<file path="config.mk">
export PLATFORM = sky130hd
export DESIGN_NAME = isotp_rx_seq
export DESIGN_NICKNAME = d
export VERILOG_FILES = /design/src/hdl/isotp_rx_pkg.sv /design/src/hdl/isotp_rx_seq.sv
export SDC_FILE = /design/constraint.sdc
export NUM_CORES = 1
export LEC_CHECK = 0
export ABC_AREA = 1
export BUFFER_PORTS_ARGS = -buffer_cell sky130_fd_sc_hd__buf_4
export CAP_MARGIN = 10
export CORE_ASPECT_RATIO = 1.1
export CORE_MARGIN = 1
export CORE_UTILIZATION = 25
export DETAILED_ROUTE_END_ITERATION = 10
export PLACE_DENSITY = 0.44
export SLEW_MARGIN = 30
export SYNTH_ARGS = -nofsm -noshare
export SYNTH_HDL_FRONTEND = slang
export SYNTH_SLANG_ARGS = --single-unit
</file>
<file path="constraint.sdc">
create_clock -name clk_i -period 10.47 [get_ports clk_i]
set_clock_uncertainty 0.05 [all_clocks]
set_input_delay 0.5235 -clock clk_i [delete_from_list [all_inputs] [get_ports clk_i]]
set_output_delay 0.5235 -clock clk_i [all_outputs]
set_load 0.01 [all_outputs]
</file>
<file path="src/hdl/isotp_rx_pkg.sv">
// Shared types and codes for the ISO-TP receive reassembler.
`default_nettype none

package isotp_rx_pkg;

  localparam int LEN_W  = 12;
  localparam int DATA_W = 64;
  localparam int ID_W   = 29;
  localparam int CFG_W  = 29;

  localparam logic [3:0] PCI_SINGLE      = 4'h0;
  localparam logic [3:0] PCI_FIRST       = 4'h1;
  localparam logic [3:0] PCI_CONSECUTIVE = 4'h2;
  localparam logic [3:0] NIBBLE_MASK     = 4'hF;

  localparam logic [1:0] FS_CONTINUE = 2'd0;
  localparam logic [1:0] FS_OVERFLOW = 2'd2;

  localparam logic [6:0] ST_MIN_MAX = 7'h7F;

  typedef enum logic [1:0] {
    OP_FRAME   = 2'd0,
    OP_TICK    = 2'd1,
    OP_READ    = 2'd2,
    OP_RELEASE = 2'd3
  } op_e;

  typedef enum logic [2:0] {
    STS_OK       = 3'd0,
    STS_LENGTH   = 3'd1,
    STS_OVERFLOW = 3'd2,
    STS_WRONG_SN = 3'd3,
    STS_NO_DATA  = 3'd4,
    STS_IGNORED  = 3'd5
  } status_e;

  typedef enum logic [1:0] {
    RX_IDLE = 2'd0,
    RX_BUSY = 2'd1,
    RX_FULL = 2'd2
  } rx_state_e;

  typedef enum logic [2:0] {
    LR_OK       = 3'd0,
    LR_UNEXP    = 3'd1,
    LR_WRONG_SN = 3'd2,
    LR_OVFLW    = 3'd3,
    LR_TIMEOUT  = 3'd4
  } link_e;

  typedef enum logic [1:0] {
    CFG_BS_FRAMES     = 2'd0,
    CFG_ST_MIN        = 2'd1,
    CFG_TIMEOUT_TICKS = 2'd2,
    CFG_TX_ID         = 2'd3
  } cfg_idx_e;

  typedef struct packed {
    logic [7:0]      bs_frames;
    logic [7:0]      st_min_raw;
    logic [15:0]     timeout_ticks;
    logic [ID_W-1:0] tx_id;
  } cfg_t;

  typedef struct packed {
    op_e              op;
    logic [3:0]       frame_length;
    logic [DATA_W-1:0] frame_data;
    logic [LEN_W-1:0] read_index;
  } item_t;

  typedef struct packed {
    status_e          status;
    rx_state_e        rx_state;
    link_e            link_result;
    logic             fc_send;
    logic [1:0]       fc_flow_status;
    logic [7:0]       fc_block_size;
    logic [6:0]       fc_st_min;
    logic [ID_W-1:0]  fc_can_id;
    logic [LEN_W-1:0] message_length;
    logic [7:0]       read_byte;
  } result_t;

  typedef struct packed {
    logic             we;
    logic [LEN_W-1:0] addr;
    logic [7:0]       wdata;
  } mem_req_t;

endpackage : isotp_rx_pkg

`default_nettype wire

</file>
<file path="src/hdl/isotp_rx_seq.sv">
// Frame decoder and byte-copy sequencer that owns the reassembly state.
`default_nettype none

module isotp_rx_seq #(
  parameter int BUFFER_BYTES = 4096
) (
  input  wire                      clk_i,
  input  wire                      rst_ni,
  input  wire isotp_rx_pkg::cfg_t  cfg_i,
  input  wire                      in_valid_i,
  output logic                     in_ready_o,
  input  wire isotp_rx_pkg::item_t in_item_i,
  output logic                     res_valid_o,
  input  wire                      res_ready_i,
  output isotp_rx_pkg::result_t    res_o,
  output isotp_rx_pkg::mem_req_t   mem_req_o,
  input  wire [7:0]                mem_rdata_i
);
  import isotp_rx_pkg::*;

  localparam logic [LEN_W:0] BUF_LIMIT = (LEN_W+1)'(BUFFER_BYTES);

  typedef enum logic [2:0] {
    SQ_IDLE,
    SQ_EXEC,
    SQ_COPY,
    SQ_READ,
    SQ_DONE
  } seq_e;

  seq_e              state_q;
  item_t             item_q;
  logic [DATA_W-1:0] data_q;
  logic [2:0]        copy_cnt_q;
  logic [LEN_W-1:0]  addr_q;
  result_t           res_q;

  rx_state_e        rx_q, rx_d;
  link_e            link_q, link_d;
  logic [3:0]       exp_seq_q, exp_seq_d;
  logic [LEN_W-1:0] total_q, total_d;
  logic [LEN_W-1:0] wr_off_q, wr_off_d;
  logic [7:0]       frames_left_q, frames_left_d;
  logic [15:0]      timeout_q, timeout_d;

  // Decisions taken in the execute cycle.
  status_e          status_d;
  logic             fc_d;
  logic [1:0]       fc_flow_d;
  logic [7:0]       fc_bs_d;
  logic [6:0]       fc_st_d;
  logic [2:0]       copy_n_d;
  logic [LEN_W-1:0] copy_base_d;
  logic             copy_skip2_d;
  logic             do_read_d;

  always_comb begin
    logic [3:0]       pci_type;
    logic [3:0]       pci_low;
    logic [3:0]       len_m1;
    logic [LEN_W-1:0] ff_len;
    logic [LEN_W-1:0] remain;
    logic [2:0]       cf_n;
    logic [LEN_W-1:0] off_next;
    logic [7:0]       fl_dec;

    pci_type = item_q.frame_data[63:60];
    pci_low  = item_q.frame_data[59:56] & NIBBLE_MASK;
    len_m1   = item_q.frame_length - 4'd1;
    ff_len   = {pci_low, item_q.frame_data[55:48]};
    remain   = (total_q > wr_off_q) ? (total_q - wr_off_q) : '0;
    cf_n     = (remain > LEN_W'(7)) ? 3'd7 : remain[2:0];
    off_next = wr_off_q + LEN_W'(cf_n);
    fl_dec   = frames_left_q - 8'd1;

    rx_d          = rx_q;
    link_d        = link_q;
    exp_seq_d     = exp_seq_q;
    total_d       = total_q;
    wr_off_d      = wr_off_q;
    frames_left_d = frames_left_q;
    timeout_d     = timeout_q;
    status_d      = STS_OK;
    fc_d          = 1'b0;
    fc_flow_d     = FS_CONTINUE;
    fc_bs_d       = '0;
    fc_st_d       = '0;
    copy_n_d      = '0;
    copy_base_d   = '0;
    copy_skip2_d  = 1'b0;
    do_read_d     = 1'b0;

    case (item_q.op)
      OP_FRAME: begin
        if (item_q.frame_length < 4'd2 || item_q.frame_length > 4'd8) begin
          status_d = STS_IGNORED;
        end else begin
          if (pci_type == PCI_SINGLE || pci_type == PCI_FIRST) begin
            link_d = (rx_q == RX_BUSY) ? LR_UNEXP : LR_OK;
          end
          if (pci_type == PCI_SINGLE) begin
            if (pci_low == 4'd0 || pci_low > len_m1) begin
              status_d = STS_LENGTH;
            end else begin
              copy_n_d = pci_low[2:0];
              total_d  = LEN_W'(pci_low);
              rx_d     = RX_FULL;
            end
          end else if (pci_type == PCI_FIRST) begin
            if (item_q.frame_length != 4'd8 || ff_len <= LEN_W'(7)) begin
              status_d = STS_LENGTH;
            end else if ({1'b0, ff_len} > BUF_LIMIT) begin
              link_d    = LR_OVFLW;
              rx_d      = RX_IDLE;
              fc_d      = 1'b1;
              fc_flow_d = FS_OVERFLOW;
              status_d  = STS_OVERFLOW;
            end else begin
              copy_n_d      = 3'd6;
              copy_skip2_d  = 1'b1;
              total_d       = ff_len;
              wr_off_d      = LEN_W'(6);
              exp_seq_d     = 4'd1;
              rx_d          = RX_BUSY;
              frames_left_d = cfg_i.bs_frames;
              fc_d          = 1'b1;
              fc_bs_d       = cfg_i.bs_frames;
              fc_st_d       = (cfg_i.st_min_raw > 8'(ST_MIN_MAX)) ? ST_MIN_MAX
                                                                  : cfg_i.st_min_raw[6:0];
              timeout_d     = cfg_i.timeout_ticks;
            end
          end else if (pci_type == PCI_CONSECUTIVE) begin
            if (rx_q != RX_BUSY) begin
              link_d   = LR_UNEXP;
              status_d = STS_IGNORED;
            end else if (pci_low != exp_seq_q) begin
              link_d   = LR_WRONG_SN;
              rx_d     = RX_IDLE;
              status_d = STS_WRONG_SN;
            end else if ({1'b0, cf_n} > len_m1) begin
              status_d = STS_LENGTH;
            end else begin
              copy_n_d    = cf_n;
              copy_base_d = wr_off_q;
              wr_off_d    = off_next;
              exp_seq_d   = exp_seq_q + 4'd1;
              timeout_d   = cfg_i.timeout_ticks;
              if (off_next >= total_q) begin
                rx_d = RX_FULL;
              end else if (frames_left_q != 8'd0) begin
                frames_left_d = fl_dec;
                if (fl_dec == 8'd0) begin
                  frames_left_d = cfg_i.bs_frames;
                  fc_d          = 1'b1;
                  fc_bs_d       = cfg_i.bs_frames;
                  fc_st_d       = (cfg_i.st_min_raw > 8'(ST_MIN_MAX)) ? ST_MIN_MAX
                                                                      : cfg_i.st_min_raw[6:0];
                end
              end
            end
          end else begin
            status_d = STS_IGNORED;
          end
        end
      end
      OP_TICK: begin
        if (rx_q == RX_BUSY) begin
          if (timeout_q == 16'd0) begin
            link_d = LR_TIMEOUT;
            rx_d   = RX_IDLE;
          end else begin
            timeout_d = timeout_q - 16'd1;
          end
        end
      end
      OP_READ: begin
        if (rx_q != RX_FULL) begin
          status_d = STS_NO_DATA;
        end else if (item_q.read_index >= total_q ||
                     {1'b0, item_q.read_index} >= BUF_LIMIT) begin
          status_d = STS_LENGTH;
        end else begin
          do_read_d = 1'b1;
        end
      end
      OP_RELEASE: begin
        if (rx_q != RX_FULL) begin
          status_d = STS_NO_DATA;
        end else begin
          rx_d = RX_IDLE;
        end
      end
      default: begin
        status_d = STS_IGNORED;
      end
    endcase
  end

  always_ff @(posedge clk_i or negedge rst_ni) begin
    if (!rst_ni) begin
      state_q       <= SQ_IDLE;
      rx_q          <= RX_IDLE;
      link_q        <= LR_OK;
      exp_seq_q     <= '0;
      total_q       <= '0;
      wr_off_q      <= '0;
      frames_left_q <= '0;
      timeout_q     <= '0;
      copy_cnt_q    <= '0;
    end else begin
      case (state_q)
        SQ_IDLE: begin
          if (in_valid_i) begin
            item_q  <= in_item_i;
            data_q  <= in_item_i.frame_data;
            state_q <= SQ_EXEC;
          end
        end
        SQ_EXEC: begin
          rx_q          <= rx_d;
          link_q        <= link_d;
          exp_seq_q     <= exp_seq_d;
          total_q       <= total_d;
          wr_off_q      <= wr_off_d;
          frames_left_q <= frames_left_d;
          timeout_q     <= timeout_d;
          copy_cnt_q    <= copy_n_d;
          addr_q        <= copy_base_d;
          // Line the first payload byte up at the top of the shifter.
          data_q        <= copy_skip2_d ? (data_q << 16) : (data_q << 8);
          res_q.status         <= status_d;
          res_q.rx_state       <= rx_d;
          res_q.link_result    <= link_d;
          res_q.fc_send        <= fc_d;
          res_q.fc_flow_status <= fc_flow_d;
          res_q.fc_block_size  <= fc_bs_d;
          res_q.fc_st_min      <= fc_st_d;
          res_q.fc_can_id      <= fc_d ? cfg_i.tx_id : '0;
          res_q.message_length <= total_d;
          res_q.read_byte      <= '0;
          if (copy_n_d != 3'd0) begin
            state_q <= SQ_COPY;
          end else if (do_read_d) begin
            state_q <= SQ_READ;
          end else begin
            state_q <= SQ_DONE;
          end
        end
        SQ_COPY: begin
          copy_cnt_q <= copy_cnt_q - 3'd1;
          addr_q     <= addr_q + LEN_W'(1);
          data_q     <= data_q << 8;
          if (copy_cnt_q == 3'd1) begin
            state_q <= SQ_DONE;
          end
        end
        SQ_READ: begin
          res_q.read_byte <= mem_rdata_i;
          state_q         <= SQ_DONE;
        end
        SQ_DONE: begin
          if (res_ready_i) begin
            state_q <= SQ_IDLE;
          end
        end
        default: begin
          state_q <= SQ_IDLE;
        end
      endcase
    end
  end

  assign in_ready_o  = (state_q == SQ_IDLE);
  assign res_valid_o = (state_q == SQ_DONE);
  assign res_o       = res_q;

  always_comb begin
    mem_req_o.we    = (state_q == SQ_COPY);
    mem_req_o.addr  = (state_q == SQ_COPY) ? addr_q : item_q.read_index;
    mem_req_o.wdata = data_q[DATA_W-1 -: 8];
  end

  a_accept_to_exec: assert property (@(posedge clk_i) disable iff (!rst_ni)
    in_valid_i && in_ready_o |=> state_q == SQ_EXEC)
    else $error("accepted item did not enter execute");

  a_busy_has_room: assert property (@(posedge clk_i) disable iff (!rst_ni)
    rx_q == RX_BUSY |-> wr_off_q < total_q)
    else $error("message in progress with write offset at or past its length");

  a_copy_count: assert property (@(posedge clk_i) disable iff (!rst_ni)
    state_q == SQ_COPY |-> copy_cnt_q != 3'd0)
    else $error("byte copy running with nothing left to copy");

  a_no_write_on_result: assert property (@(posedge clk_i) disable iff (!rst_ni)
    res_valid_o |-> !mem_req_o.we)
    else $error("store written while a result is offered");

endmodule : isotp_rx_seq

`default_nettype wire

</file>
# Yosys cells after proc, flatten, opt, wreduce, memory -nomap -nowiden

Cells that the tools add are included.

Flip-flop bits (word level): 296
Input port bits: 155

Add/subtract/negate cells: 8
$lt $le $gt $ge: 11
Equal/unequal tests: 34
Multiplexer cells: 162
Bitwise operators: 4
Reduce and logical (&&, ||, !) cells: 29

Operators by type and width:

| kind                    | number |
|---|---|
| $mux W12                | 24 |
| $pmux W64 S3            | 1 |
| $mux W16                | 11 |
| $mux W8                 | 20 |
| $mux W64                | 2 |
| $mux W3                 | 35 |
| $mux W7                 | 11 |
| $mux W2                 | 17 |
| $pmux W16 S2            | 1 |
| $mux W4                 | 7 |
| $mux W1                 | 26 |
| $ge A12 B12 Y1          | 2 |
| $ne A2 B2 Y1 const B    | 12 |
| $pmux W12 S2            | 1 |
| $reduce_and A12 Y1      | 2 |
| $ne A3 B3 Y1 const B    | 6 |
| $logic_not A16 Y1       | 1 |
| $pmux W8 S2             | 1 |
| $sub A16 B1 Y16 const B | 1 |
| $pmux W3 S5             | 1 |
| $gt A12 B13 Y1 const B  | 1 |
| $add A12 B1 Y12 const B | 1 |
| $add A12 B3 Y12         | 1 |
| $gt A12 B12 Y1          | 1 |
| other kinds (39)        | 62 |

# Logic depth before layout (Yosys ltp)

Depth after elaboration: 16
Gate-level depth with buffers: 42

# Worst setup path after synthesis

No wires, ideal clock.

Path kind: register to register
From: register state_q[1]
To: register data_q[0], enable pin
Library setup time: 0.827 ns
Data arrival time: 10.649 ns
Data required time: 9.593 ns
Slack: -1.056 ns
Cell stages (with the launch flop): 5
Buffers on the path: 0
Period minus slack after synthesis: 11.526 ns
Path through: dfrtp_1 -> nor3_1 -> inv_1 -> nor2_1 -> a2111oi_0

Word-level cells in the longest chain between the ends: 3

Ends and longest elaborated chain:

| element                                                             | RTL line            | source |
|---|---|---|
| start, declared                                                     | isotp_rx_seq.sv:31  | `seq_e state_q;` |
| start signal, assigned                                              | isotp_rx_seq.sv:201 | `state_q <= SQ_IDLE;` |
| start signal, assigned                                              | isotp_rx_seq.sv:216 | `state_q <= SQ_EXEC;` |
| start signal, assigned                                              | isotp_rx_seq.sv:242 | `state_q <= SQ_COPY;` |
| $logic_not A3 Y1 *                                                  | -                   |  |
| via in_ready_o                                                      | isotp_rx_seq.sv:11  | `output logic in_ready_o,` |
| $ne A2 B2 Y1 (no line) / $reduce_bool A3 Y1 (equally long branches) | -                   |  |
| $reduce_and A3 Y1 (no line) *                                       | -                   |  |
| end signal, assigned                                                | isotp_rx_seq.sv:215 | `data_q <= in_item_i.frame_data;` |
| end signal, assigned                                                | isotp_rx_seq.sv:230 | `data_q <= copy_skip2_d ? (data_q << 16) : (data_q << 8);` |
| end signal, assigned                                                | isotp_rx_seq.sv:252 | `data_q <= data_q << 8;` |
| end, declared                                                       | isotp_rx_seq.sv:33  | `logic [DATA_W-1:0] data_q;` |

Mark *: on every way through the listed nets, which the timed path passes. The rest lies on a longest branch.
A chain may end at the register's enable or synchronous reset.

# Worst setup path after layout

From: register total_q[0]
To: register res_q (netlist bit res_o[54]) (data pin)

Word-level cells in the longest chain between the ends: 12

Ends and longest elaborated chain:

| element                                                   | RTL line            | source |
|---|---|---|
| start, declared                                           | isotp_rx_seq.sv:41  | `logic [LEN_W-1:0] total_q, total_d;` |
| start signal, assigned                                    | isotp_rx_seq.sv:223 | `total_q <= total_d;` |
| $sub A12 B12 Y12 / $gt A12 B12 Y1 (equally long branches) | isotp_rx_seq.sv:71  | `remain = (total_q > wr_off_q) ? (total_q - wr_off_q) : '0;` |
| $mux W12                                                  | isotp_rx_seq.sv:71  |  |
| $gt A12 B3 Y1                                             | isotp_rx_seq.sv:72  | `cf_n = (remain > LEN_W'(7)) ? 3'd7 : remain[2:0];` |
| $mux W3                                                   | isotp_rx_seq.sv:72  |  |
| $add A12 B3 Y12                                           | isotp_rx_seq.sv:73  | `off_next = wr_off_q + LEN_W'(cf_n);` |
| $ge A12 B12 Y1                                            | isotp_rx_seq.sv:148 | `if (off_next >= total_q) begin` |
| $mux W7                                                   | isotp_rx_seq.sv:148 |  |
| $mux W7 *                                                 | isotp_rx_seq.sv:140 | `end else if ({1'b0, cf_n} > len_m1) begin` |
| $mux W7 *                                                 | isotp_rx_seq.sv:136 | `end else if (pci_low != exp_seq_q) begin` |
| $mux W7 *                                                 | isotp_rx_seq.sv:133 | `if (rx_q != RX_BUSY) begin` |
| $mux W7 *                                                 | isotp_rx_seq.sv:132 | `end else if (pci_type == PCI_CONSECUTIVE) begin` |
| $mux W7 *                                                 | isotp_rx_seq.sv:109 | `end else if (pci_type == PCI_FIRST) begin` |
| end, declared                                             | isotp_rx_seq.sv:36  | `result_t res_q;` |

Mark *: on every way between the ends. The rest lies on a longest branch, timed or not.

==> metrics.txt <==
# TYPE chip_impl_metric gauge
chip_impl_info{name="status",value="finished, final reports clean"} 1
chip_impl_metric{name="vdd_drop_max",unit="mV"} 0.104
chip_impl_info{name="layout_commonest_cell",value="nand2_1"} 1
chip_impl_metric{name="grt_max_degree",unit=""} 97
chip_impl_metric{name="reg2reg_slack",unit="ps"} 4550
chip_impl_metric{name="grt_residual_overflow",unit=""} 0
chip_impl_metric{name="vias_per_cell",unit=""} 4.44
chip_impl_metric{name="synth_edf_count",unit=""} 183
chip_impl_metric{name="finalSetupViolCount",unit=""} 0
chip_impl_metric{name="insertion_delay",unit="ps"} 590
chip_impl_info{name="reg2reg_to",value="res_o[54]"} 1
chip_impl_metric{name="slew_viol_final",unit=""} 0
chip_impl_metric{name="io-pin-count",unit=""} 253
chip_impl_metric{name="syn_inst",unit=""} 1581
chip_impl_metric{name="synth-seq-area-share",unit="%"} 50.8
chip_impl_metric{name="final.fill_count",unit=""} 5835
chip_impl_metric{name="design.core.area",unit="sq mm"} 0.0550
chip_impl_metric{name="postSynthRegisterBits",unit=""} 246
chip_impl_metric{name="cts-buffers-inserted",unit=""} 30
chip_impl_metric{name="cts.reportedPaths.clkPinSlew",unit="ps"} 70
chip_impl_metric{name="critical_path_required",unit="ps"} 10720
chip_impl_metric{name="post_cts_resize_count",unit=""} 0
chip_impl_metric{name="grt_pass1_wl",unit="mm"} 65.2
chip_impl_metric{name="report.final.hold_viol_count",unit=""} 0
chip_impl_info{name="hp-class",value="in2reg"} 1
chip_impl_metric{name="rows",unit=""} 90
chip_impl_metric{name="final.period_utilization",unit="%"} 56.5
chip_impl_info{name="critPathMostFrequentCell",value="nand2_1"} 1
chip_impl_metric{name="globalRouteTotalUtil",unit="%"} 14.8
chip_impl_metric{name="route.vias.total",unit=""} 11400
chip_impl_metric{name="grt_antenna_before_repair",unit=""} 1
chip_impl_metric{name="via_count_of_the_first_global_routing_pass",unit=""} 11300
chip_impl_metric{name="drcViolationCount",unit=""} 0
chip_impl_info{name="timing.hold.worst_endpoint",value="item_q[5]"} 1
chip_impl_info{name="r2r-start",value="total_q[0]"} 1
chip_impl_metric{name="critPathArrivalTime",unit="ps"} 6170
chip_impl_metric{name="max_slew.worst_pin.slew",unit="ps"} 926
chip_impl_info{name="hold_start",value="in_item_i[5]"} 1
chip_impl_info{name="grt_setup_unrepaired",value="false"} 1
chip_impl_metric{name="initial_utilization",unit="%"} 25.3
chip_impl_metric{name="leakage",unit="nW"} 7.97
chip_impl_metric{name="port_buffers",unit=""} 250
chip_impl_info{name="critical_path_class",value="reg2reg"} 1
chip_impl_metric{name="hpwl",unit="mm"} 31.2
chip_impl_metric{name="drive_above_1_share",unit="%"} 21.0
chip_impl_metric{name="synth-warning-count",unit=""} 0
chip_impl_info{name="critical_path.slowest_cell",value="inv_2"} 1
chip_impl_info{name="commonest_cells_after_routing_fill_and_taps_aside",value="304 x nand2_1, 258 x buf_4, 251 x inv_1"} 1
chip_impl_metric{name="ant_nets",unit=""} 0
chip_impl_info{name="cts_root_buf",value="clkbuf_16"} 1
chip_impl_metric{name="dieHeight",unit="microns"} 249
chip_impl_metric{name="cts.sinks",unit=""} 246
chip_impl_metric{name="critPathMaxFanout",unit=""} 44
chip_impl_metric{name="post-route-min-period",unit="ps"} 5920
chip_impl_metric{name="ys_async_sr_fraction",unit="%"} 25.6
chip_impl_metric{name="drv.max_cap_violation_count",unit=""} 0
chip_impl_metric{name="synth_cell_types",unit=""} 60
chip_impl_metric{name="syn_area",unit="sq mm"} 0.0139
chip_impl_metric{name="gp_routability_congestion",unit=""} 0.836
chip_impl_metric{name="rr_worst_depth",unit=""} 32
chip_impl_metric{name="clockBufferDepth",unit=""} 3
chip_impl_metric{name="die_width",unit="microns"} 227
chip_impl_metric{name="routed_wire_length_per_instance",unit="microns"} 16.5
chip_impl_metric{name="drt_pre_antenna_iters",unit=""} 5
chip_impl_metric{name="detail_route.iter0.violations",unit=""} 593
chip_impl_metric{name="die_area",unit="sq mm"} 0.0566
chip_impl_metric{name="signed_area_change_from_the_synthesized_netlist_to_the_final_layout",unit="%"} 25.6
chip_impl_metric{name="post-place-ws",unit="ps"} 4510
chip_impl_metric{name="holdWs",unit="ps"} 64.4
chip_impl_info{name="critPathLaunchType",value="register"} 1
chip_impl_metric{name="timing.max_slew.rel_slack",unit="%"} 38.3
chip_impl_metric{name="power_density",unit="mW/mm^2"} 227
chip_impl_metric{name="setup_slack",unit="ps"} 4550
chip_impl_metric{name="htreeDepth",unit=""} 1
chip_impl_metric{name="fin_setup_tns",unit="ps"} 0
chip_impl_metric{name="min_path_cells",unit=""} 1
chip_impl_info{name="synth_ff_type",value="edfxtp_1"} 1
chip_impl_metric{name="drt_wl_total",unit="mm"} 42.4
chip_impl_metric{name="max_freq",unit="MHz"} 169
chip_impl_info{name="cts_tree",value="done"} 1
chip_impl_info{name="worstSetupEndpointType",value="register"} 1
chip_impl_metric{name="layout.nets",unit=""} 2025
chip_impl_metric{name="largest_incremental_delay_on_the_critical_path",unit="ps"} 570
chip_impl_metric{name="postSynthAreaPerCell",unit="sq um"} 8.81
[cell families after synthesis]
group	count (synthesis)	share of synthesized area (%)
adders and majority gates	57	5.23
DFF	246	50.8
other	1	0.0269
buffers and inverters	338	9.78
xor gates and xnor gates	23	1.45
muxes	2	0.144
and+or+nand+nor	584	18.3
AOI/OAI and AO/OA	330	14.3
[repair_timing]
item                                   4_1_cts  5_1_grt
hold buffers                                 1        0
buffers inserted                             0        0
endpoints found under the hold margin       10        0
[Yosys cell counts (all sizes together), types with 2 or more instances]
cell	instances	area (sq um)
o221ai	3	26.3
a21boi	2	15.0
o32ai	6	52.6
a211oi	10	105
a22oi	3	22.5
nor3	18	124
mux2i	2	20.0
nand3b	5	37.5
clkinv	2	7.51
clkbuf	31	116
nand3	42	220
o21ai	134	678
edfxtp	183	5500
ha	55	688
nor2	188	840
nor4	4	25.0
o22ai	24	150
a32oi	2	17.5
nand2	312	1200
xor2	18	158
buf	30	203
or2	4	25.0
o311ai	2	17.5
a21oi	84	443
xnor2	5	43.8
nand4	9	56.3
dfrtp	63	1580
a31oi	5	37.5
o31ai	5	37.5
o211ai	42	315
fa	2	40.0
inv	275	1030
[sequential cells by signal, indices dropped and copies added (netlist names)]
register	count
total_q	12
rx_q	2
res_o	73
frames_left_q	8
wr_off_q	12
addr_q	12
item_q	34
link_q	3
state_q	3
exp_seq_q	4
copy_cnt_q	3
data_q	64
timeout_q	16
[worst max-delay path by stage]
stage                            to        from
final                     res_o[54]  total_q[0]
after global routing      res_o[54]  total_q[0]
after CTS                 res_o[54]  total_q[0]
after detailed placement  res_o[54]  total_q[0]
after global placement    res_o[47]  total_q[0]
after floorplan           data_q[0]  state_q[1]
[where the power goes]
group / switching [W] / internal [W]
Combinational: 0.00100 / 0.000533
Sequential: 0.000109 / 0.00130
Clock: 0.000436 / 0.000592
[critical path, delay by kind of cell (launching register included)]
kind | cells | cell delay (ps)
buffers and inverters | 6 | 920
XOR/XNOR | 1 | 190
flip-flops | 1 | 410
adder cells (fa/ha/maj) | 5 | 1510
AND/OR/NAND/NOR | 18 | 2200
AO/OA/AOI/OAI | 2 | 320
[layout make-up]
class | count | area (sq um) | share of cell area [%]
Sequential cell | 246 | 7070 | 40.4
Timing Repair Buffer | 260 | 1970 | 11.3
Inverter | 277 | 1040 | 5.97
Clock buffer | 44 | 863 | 4.94
Multi-Input combinational cell | 998 | 5520 | 31.6
Clock inverter | 12 | 92.6 | 0.529
Tap cell | 736 | 921 | 5.27
Antenna cell | 1 | 2.50 | 0.0143
[layer usage]
metal	global-route usage, %	wire, microns	vias up
met5	0	17	-
met4	5.37	1380	2
met2	24.1	19600	301
met1	18.8	18500	5336
li1	-	-	5717
met3	3.65	2930	71
[stage by stage]
stage	util (%)	cell area (sq um)	power, W	instances
3_3_place_gp	30.0	16500	0.00295	2515
3_5_place_dp	30.1	16500	0.00297	2516
5_1_grt	31.8	17500	0.00430	2573
4_1_cts	31.8	17500	0.00403	2573
2_1_floorplan	-	13900	0.00246	1582
6_report	31.8	17500	0.00397	2574
(Power assumes the default switching activity.)
